### config.mk
export PLATFORM = sky130hd
export DESIGN_NAME = aging_priority_scheduler
export DESIGN_NICKNAME = d
export VERILOG_FILES = /design/src/sv/aps_pkg.sv /design/src/sv/aps_cell.sv /design/src/sv/aps_ctrl.sv /design/src/sv/aging_priority_scheduler.sv
export SDC_FILE = /design/constraint.sdc
export NUM_CORES = 2
export LEC_CHECK = 0
export ABC_AREA = 1
export ABC_CLOCK_PERIOD_IN_PS = 22100
export BUFFER_PORTS_ARGS = -buffer_cell sky130_fd_sc_hd__buf_4
export CORE_MARGIN = 2
export CORE_UTILIZATION = 60
export DETAILED_ROUTE_END_ITERATION = 16
export GPL_TIMING_DRIVEN = 1
export PLACE_DENSITY = 0.77
export SLEW_MARGIN = 10
export SYNTH_ARGS = -nofsm -noshare
export SYNTH_HDL_FRONTEND = slang
export SYNTH_HIERARCHICAL = 1
export SYNTH_SLANG_ARGS = --single-unit
export TNS_END_PERCENT = 1
### constraint.sdc
create_clock -name clk -period 22.1 [get_ports clk]
set_clock_uncertainty 0.15 [all_clocks]
set_input_delay 2.21 -clock clk [delete_from_list [all_inputs] [get_ports clk]]
set_output_delay 2.21 -clock clk [all_outputs]
set_load 0.03 [all_outputs]
### src/sv/aps_pkg.sv
// Shared types and constants for the aging priority scheduler.
`timescale 1ns / 1ps
`default_nettype none
package aps_pkg;

  localparam int SLOT_W = 6;
  localparam int PRIO_W = 5;
  localparam int CNT_W  = 16;

  localparam logic [PRIO_W-1:0] PRIO_BEST  = 5'd0;
  localparam logic [PRIO_W-1:0] PRIO_WORST = 5'd31;
  localparam logic [CNT_W-1:0]  CNT_MAX    = 16'hFFFF;

  localparam logic KIND_PASS = 1'b0;
  localparam logic KIND_SET  = 1'b1;

  // Contents of one slot as it travels along the ring.
  typedef struct packed {
    logic [PRIO_W-1:0] prio;
    logic [CNT_W-1:0]  count;
    logic              run;
  } slot_t;

  // Ring control from the sequencer to every cell.
  typedef struct packed {
    logic shift;
    logic load_mask;
  } ring_ctrl_t;

endpackage
`default_nettype wire

### src/sv/aps_cell.sv
// One scheduler cell: holds one slot and passes it to its neighbor on a shift.
`timescale 1ns / 1ps
`default_nettype none
module aps_cell
  import aps_pkg::*;
(
  input  wire logic              clk,
  input  wire logic              rst,
  input  wire ring_ctrl_t        ring,
  input  wire logic              mask_bit,
  input  wire logic              wr_en,
  input  wire logic [PRIO_W-1:0] wr_prio,
  input  wire slot_t             nb_in,
  output slot_t                  q
);

  always_ff @(posedge clk) begin
    if (rst) begin
      q <= '0;
    end else if (ring.shift) begin
      q <= nb_in;
    end else if (ring.load_mask) begin
      q.run <= mask_bit;
    end else if (wr_en) begin
      q.prio <= wr_prio;
    end
  end

endmodule
`default_nettype wire

### src/sv/aps_ctrl.sv
// Pass sequencer: minimum sweep, update sweep and the result register.
`timescale 1ns / 1ps
`default_nettype none
module aps_ctrl
  import aps_pkg::*;
#(
  parameter int NUM_SLOTS = 64
) (
  input  wire logic              clk,
  input  wire logic              rst,
  input  wire logic              in_valid,
  output logic                   in_ready,
  input  wire logic              kind,
  input  wire slot_t             head,
  output slot_t                  wb,
  output ring_ctrl_t             ring,
  output logic                   out_valid,
  input  wire logic              out_ready,
  output logic                   grant_valid,
  output logic [SLOT_W-1:0]      granted_slot,
  output logic [CNT_W-1:0]       run_count,
  output logic                   last
);

  localparam int IW = $clog2(NUM_SLOTS);
  localparam logic [IW-1:0] K_LAST = IW'(NUM_SLOTS - 1);

  typedef enum logic [1:0] {ST_IDLE, ST_MIN, ST_UPD, ST_ACK} state_t;

  state_t            state;
  logic [IW-1:0]     k;
  logic [PRIO_W-1:0] best;
  logic              any;
  logic [IW-1:0]     last_idx;

  logic out_can;
  logic grant;
  logic any_next;
  logic out_load;

  assign in_ready = (state == ST_IDLE);
  assign out_can  = !out_valid || out_ready;
  assign grant    = head.run && (head.prio == best);
  assign any_next = any || head.run;
  assign out_load = ((state == ST_UPD) && ring.shift && grant) ||
                    ((state == ST_ACK) && out_can);

  always_comb begin
    wb             = head;
    ring.shift     = 1'b0;
    ring.load_mask = (state == ST_IDLE) && in_valid && (kind == KIND_PASS);
    unique case (state)
      ST_MIN: ring.shift = 1'b1;
      ST_UPD: begin
        if (grant) begin
          if (head.count != CNT_MAX) wb.count = head.count + 1'b1;
          if (head.prio != PRIO_WORST) wb.prio = head.prio + 1'b1;
          ring.shift = out_can;
        end else begin
          if (head.run && head.prio != PRIO_BEST) wb.prio = head.prio - 1'b1;
          ring.shift = 1'b1;
        end
      end
      default: ;
    endcase
  end

  always_ff @(posedge clk) begin
    if (rst) begin
      state     <= ST_IDLE;
      k         <= '0;
      best      <= PRIO_WORST;
      any       <= 1'b0;
      last_idx  <= '0;
      out_valid <= 1'b0;
    end else begin
      out_valid <= out_load || (out_valid && !out_ready);
      unique case (state)
        ST_IDLE: begin
          if (in_valid) begin
            k        <= '0;
            best     <= PRIO_WORST;
            any      <= 1'b0;
            last_idx <= '0;
            state    <= (kind == KIND_SET) ? ST_ACK : ST_MIN;
          end
        end
        ST_MIN: begin
          any <= any_next;
          if (head.run) begin
            if (head.prio <= best) last_idx <= k;
            if (head.prio < best) best <= head.prio;
          end
          if (k == K_LAST) begin
            k     <= '0;
            state <= any_next ? ST_UPD : ST_ACK;
          end else begin
            k <= k + 1'b1;
          end
        end
        ST_UPD: begin
          if (ring.shift) begin
            if (grant) begin
              grant_valid  <= 1'b1;
              granted_slot <= SLOT_W'(k);
              run_count    <= wb.count;
              last         <= (k == last_idx);
            end
            if (k == K_LAST) begin
              k     <= '0;
              state <= ST_IDLE;
            end else begin
              k <= k + 1'b1;
            end
          end
        end
        ST_ACK: begin
          if (out_can) begin
            grant_valid  <= 1'b0;
            granted_slot <= '0;
            run_count    <= '0;
            last         <= 1'b1;
            state        <= ST_IDLE;
          end
        end
        default: state <= ST_IDLE;
      endcase
    end
  end

  // A grant blocked by a full result register freezes the sweep.
  a_stall_holds: assert property (@(posedge clk) disable iff (rst)
    (state == ST_UPD && grant && !out_can) |=> ($stable(k) && state == ST_UPD))
    else $error("update sweep moved while a grant was blocked");

  // The ring only moves during the two sweeps.
  a_shift_in_sweep: assert property (@(posedge clk) disable iff (rst)
    ring.shift |-> (state == ST_MIN || state == ST_UPD))
    else $error("ring shifted outside a sweep");

  // The update sweep only runs when some slot was runnable.
  a_upd_has_any: assert property (@(posedge clk) disable iff (rst)
    (state == ST_UPD) |-> any)
    else $error("update sweep with nothing runnable");

  // The final grant of a pass carries last.
  a_last_grant: assert property (@(posedge clk) disable iff (rst)
    (state == ST_UPD && ring.shift && grant && k == last_idx) |=>
      (out_valid && grant_valid && last))
    else $error("final grant lost its last flag");

endmodule
`default_nettype wire

### src/sv/aging_priority_scheduler.sv
// Top level of the aging priority scheduler: a ring of slot cells and a sequencer.
//
//   channel   direction  handshake               payload
//   input     in         in_valid / in_ready     kind, runnable_mask, target_slot, new_priority
//   output    out        out_valid / out_ready   grant_valid, granted_slot, run_count, last
//
// A set item writes its slot on acceptance; the sequencer then enters its
// acknowledge state, which loads the acknowledgment into the result register.
// A pass rotates the ring of cells once to find the least priority, then once
// more to update each slot and emit grants; the slot at the head of the ring is
// the only one examined in a cycle, and a grant blocked at the output holds the
// ring. A pass with nothing runnable skips the update sweep and loads an empty
// result instead. An acknowledgment or empty result waits while the result
// register is full.
// Reset (rst, synchronous) clears every priority, run count and runnable bit.
// Input is taken only while the sequencer is idle; a result left waiting in the
// output register does not block acceptance, but a grant it blocks holds the ring.
`timescale 1ns / 1ps
`default_nettype none
module aging_priority_scheduler
  import aps_pkg::*;
#(
  parameter int NUM_SLOTS = 64
) (
  input  wire logic               clk,
  input  wire logic               rst,
  input  wire logic               in_valid,
  output logic                    in_ready,
  input  wire logic               kind,
  input  wire logic [63:0]        runnable_mask,
  input  wire logic [SLOT_W-1:0]  target_slot,
  input  wire logic signed [15:0] new_priority,
  output logic                    out_valid,
  input  wire logic               out_ready,
  output logic                    grant_valid,
  output logic [SLOT_W-1:0]       granted_slot,
  output logic [CNT_W-1:0]        run_count,
  output logic                    last
);

  slot_t      cell_q [NUM_SLOTS];
  slot_t      wb;
  ring_ctrl_t ring;
  logic [PRIO_W-1:0] clamped;
  logic              set_wr;

  // Negative requests become the best priority, large ones the worst.
  always_comb begin
    if (new_priority[15]) begin
      clamped = PRIO_BEST;
    end else if (|new_priority[14:PRIO_W]) begin
      clamped = PRIO_WORST;
    end else begin
      clamped = new_priority[PRIO_W-1:0];
    end
  end

  assign set_wr = in_valid && in_ready && (kind == KIND_SET);

  // Cell 0 is the head of the ring; the sequencer writes the processed slot
  // back into the far end, so after one full rotation every slot is home again.
  for (genvar i = 0; i < NUM_SLOTS; i++) begin : g_cell
    slot_t nb;
    logic  wr_en;
    if (i == NUM_SLOTS - 1) begin : g_tail
      assign nb = wb;
    end else begin : g_mid
      assign nb = cell_q[i+1];
    end
    // Slots past the table never match, so such writes are dropped.
    assign wr_en = set_wr && (target_slot == SLOT_W'(i));

    aps_cell u_cell (
      .clk      (clk),
      .rst      (rst),
      .ring     (ring),
      .mask_bit (runnable_mask[i]),
      .wr_en    (wr_en),
      .wr_prio  (clamped),
      .nb_in    (nb),
      .q        (cell_q[i])
    );
  end

  aps_ctrl #(
    .NUM_SLOTS (NUM_SLOTS)
  ) u_ctrl (
    .clk          (clk),
    .rst          (rst),
    .in_valid     (in_valid),
    .in_ready     (in_ready),
    .kind         (kind),
    .head         (cell_q[0]),
    .wb           (wb),
    .ring         (ring),
    .out_valid    (out_valid),
    .out_ready    (out_ready),
    .grant_valid  (grant_valid),
    .granted_slot (granted_slot),
    .run_count    (run_count),
    .last         (last)
  );

endmodule
`default_nettype wire
==> results.toml <==
[status]
result_of_the_run = "finished clean"

[synthesis]
top_flip_flop_cell_by_instance_count_after_synthesis = "sky130_fd_sc_hd__dfxtp_1"
register_area_share_after_synthesis = 0.471
synth_top_cell_by_area = "sky130_fd_sc_hd__dfxtp_1"
post_synth_most_frequent_cells = "sky130_fd_sc_hd__nor2_1, sky130_fd_sc_hd__nand2_1, sky130_fd_sc_hd__dfxtp_1"
synth_cells = 9032
yosys.cell_types.count = 40
netlist_top_cells_area = "sky130_fd_sc_hd__dfxtp_1, sky130_fd_sc_hd__nor2_1, sky130_fd_sc_hd__nand2_1"
synth.net_count = 9136
post-synth-top-area-fraction = 0.459
synth-edff-count = 24
synth_warnings = 6
synthArstFlopShare = 0
ys_ff_latch = 1453
netlist_area_pre_place_um2 = 62300
syn_avg_cell_area_um2 = 6.89
synth.most_common_cell = "sky130_fd_sc_hd__nor2_1"

[worst_setup_path]
worstSetupStartpointType = "input port"
critical_path.endpoint_type = "flip-flop"
worst-endpoint-arrival_ns = 6.53
crit_required_ns = 22.59
cp_max_fo = 222
timing_worst_setup_path_type = "input port to flip-flop"

[power_and_ir_drop]
p_leak_nw = 34.5
netSwitchingFraction = 0.378
pwr-share-seq = 0.421
power.switching_w = 0.00365
p_int_w = 0.00601
clock_power_share = 0.264
ir_drop_v = 0.000107
power_share_of_the_combinational_group = 0.315
power_per_cell_area_nw_per_um2 = 145
post-layout-total-power_w = 0.00966

[clock_tree]
clock_tree.root_cell = "sky130_fd_sc_hd__clkbuf_16"
clkTransAtPathRegs_ns = 0.06
ctsHoldBuffers = 0
cts_tree = "done"
cts-root-to-sink-buffers = 3
cts.htree.levels = 4
clock_sink_total = 1453
clock_latency_ns = 0.76
post_cts.resized_instances = 0
cts_inserted_buffers = 149
post-cts-setup-buffers = 0

[global_routing]
vias_in_the_first_global_route = 50300
number_of_antenna_violations_at_the_first_check_in_global_routing = 6
grt_pass1_wl_um = 248000
total_overflow_reported_by_the_global_router = 0
gr-usage-all-layers = 0.275
largest_net_degree_at_the_start_of_global_routing = 246

[cells_and_area]
stdcell_area_um2 = 66700
multiInputGateArea_um2 = 26800
area.growth.synth_to_final_pct = 7.08
final_net_count = 8957
layout-drive-gt1-share = 0.0749
ff_latch_area_um2 = 29300
n_fill_cell = 9133

[floorplan]
die_width_um = 326
placementRows = 118
core-area_um2 = 103000
start_util = 0.603
fp.dieH_um = 326
die-area_um2 = 106000
pin_count = 117

[drt]
post_route_drc_violation_count = 0
dr_total_vias = 53800
post_drt_wl_per_cell_um = 14.4
wirelength_um = 149000
routed_via_density = 5.20
drtPass1Iterations = 5
ant_nets = 0
drt-initial-drc-count = 4663

[sta]
totalNegativeSetupSlack_ns = 0
maxClockFrequency_ghz = 0.165
period_share = 0.274
layout_min_cycle_time_ns = 6.05
setup_viol = 0
tightest_slew_ns = 1.13
hold_viol = 0
drv_slew = 0
rsz0062_at_grt = "no"
headroom_to_the_max_slew_limit = 0.243

[place]
gpl.final_weighted_congestion = 0.852
dp_hpwl_um = 93900
port_buffers = 116
placed_area_um2 = 61700

[hold_path]
holdCritPathClass = "flip-flop to flip-flop"

[job]
maxCapViolations = 0
-- registers in the layout, indices dropped and copies added, names as in the netlist, 2 cells and up --
register             flops
u_ctrl/run_count        16
u_ctrl/best              5
u_ctrl/state             2
g_cell.u_cell/q       1408
u_ctrl/last_idx          6
u_ctrl/k                 6
u_ctrl/granted_slot      6
-- placed cells by master (no fill, tap or decap), types with 34 or more instances in the layout --
master / netlist / routed
sky130_fd_sc_hd__nand2_1: 1717 / 1717
sky130_fd_sc_hd__nand3_1: 430 / 430
sky130_fd_sc_hd__clkinv_2: 0 / 34
sky130_fd_sc_hd__nor2_1: 2899 / 2898
sky130_fd_sc_hd__inv_1: 669 / 663
sky130_fd_sc_hd__clkbuf_16: 0 / 155
sky130_fd_sc_hd__o21ai_0: 1034 / 1034
sky130_fd_sc_hd__buf_4: 132 / 133
sky130_fd_sc_hd__inv_2: 65 / 65
sky130_fd_sc_hd__nand2_2: 133 / 133
sky130_fd_sc_hd__nor2_2: 67 / 67
sky130_fd_sc_hd__dfxtp_1: 1429 / 1429
-- power by group through the flow --
stage / registers [W] / clock network [W] / logic (W)
after floorplan: 0.00393 / 0 / 0.00287
after global placement: 0.00410 / 0 / 0.00290
after detailed placement: 0.00410 / 0 / 0.00299
after CTS: 0.00407 / 0.00259 / 0.00303
after global routing: 0.00417 / 0.00270 / 0.00354
final: 0.00407 / 0.00256 / 0.00304
-- path summary, 6_finish.rpt --
path / end / startpoint / slack [ns] / cells after the start
max: g_cell[20].u_cell/q[17]$_SDFFE_PP0P_ / out_ready / 16.05 / 15
min: u_ctrl/any$_SDFFE_PP0P_ / u_ctrl/any$_SDFFE_PP0P_ / 0.31 / 2
max reg2reg: g_cell[20].u_cell/q[17]$_SDFFE_PP0P_ / g_cell[0].u_cell/q[19]$_SDFFE_PP0P_ / 16.67 / 14
min reg2reg: u_ctrl/any$_SDFFE_PP0P_ / u_ctrl/any$_SDFFE_PP0P_ / 0.31 / 2
-- area by class of cell --
cell class	count	area share
clock buffers	209	0.0657
inverters	734	0.0415
multi-input cells	6378	0.401
clock inverters	57	0.00946
flip-flops and latches	1453	0.440
well taps	1380	0.0259
diodes	1	0.0000375
repair buffers	137	0.0160
-- critical path: stages --
cell                      delay, ns
sky130_fd_sc_hd__buf_4         0.08
sky130_fd_sc_hd__inv_1         0.04
sky130_fd_sc_hd__nand2_1       0.07
sky130_fd_sc_hd__nor2_1        0.04
sky130_fd_sc_hd__nand4_1       0.08
sky130_fd_sc_hd__nand2_1       0.16
sky130_fd_sc_hd__inv_8         0.59
sky130_fd_sc_hd__buf_12        0.65
sky130_fd_sc_hd__buf_4         0.76
sky130_fd_sc_hd__buf_4         0.73
sky130_fd_sc_hd__inv_2         0.43
sky130_fd_sc_hd__nand2_1       0.17
sky130_fd_sc_hd__nand2_2       0.10
sky130_fd_sc_hd__nor2_1        0.11
sky130_fd_sc_hd__nor2_1        0.06
-- per-layer routing --
layer	wire length, µm	GRT usage
met5	63	0
met4	4170	0.0875
met3	8180	0.0422
met2	68100	0.447
met1	68400	0.376
-- logic make-up (layout without fill, tap and decap cells) --
family / count (synthesis) / after routing / synth area share
other: 0 / 1 / 0
xor gates and xnor gates: 8 / 8 / 0.00113
buffers and inverters: 1201 / 1137 / 0.0993
and+or+nand+nor: 5289 / 5289 / 0.340
AOI/OAI and AO/OA: 1068 / 1068 / 0.0863
adders and majority gates: 13 / 13 / 0.00261
DFF: 1453 / 1453 / 0.471
-- stage by stage --
| stage | util | instances | setup slack (ns) | hold WS (ns) |
|---|---|---|---|---|
| after floorplan | - | 9032 | 13.09 | 0.285 |
| after global placement | 0.597 | 10100 | 15.44 | 0.295 |
| after detailed placement | 0.597 | 10100 | 15.41 | 0.302 |
| after CTS | 0.646 | 10300 | 16.21 | 0.311 |
| after global routing | 0.646 | 10300 | 15.66 | 0.344 |
| final | 0.646 | 10300 | 16.05 | 0.307 |
Power figures use the tool's default switching activity.
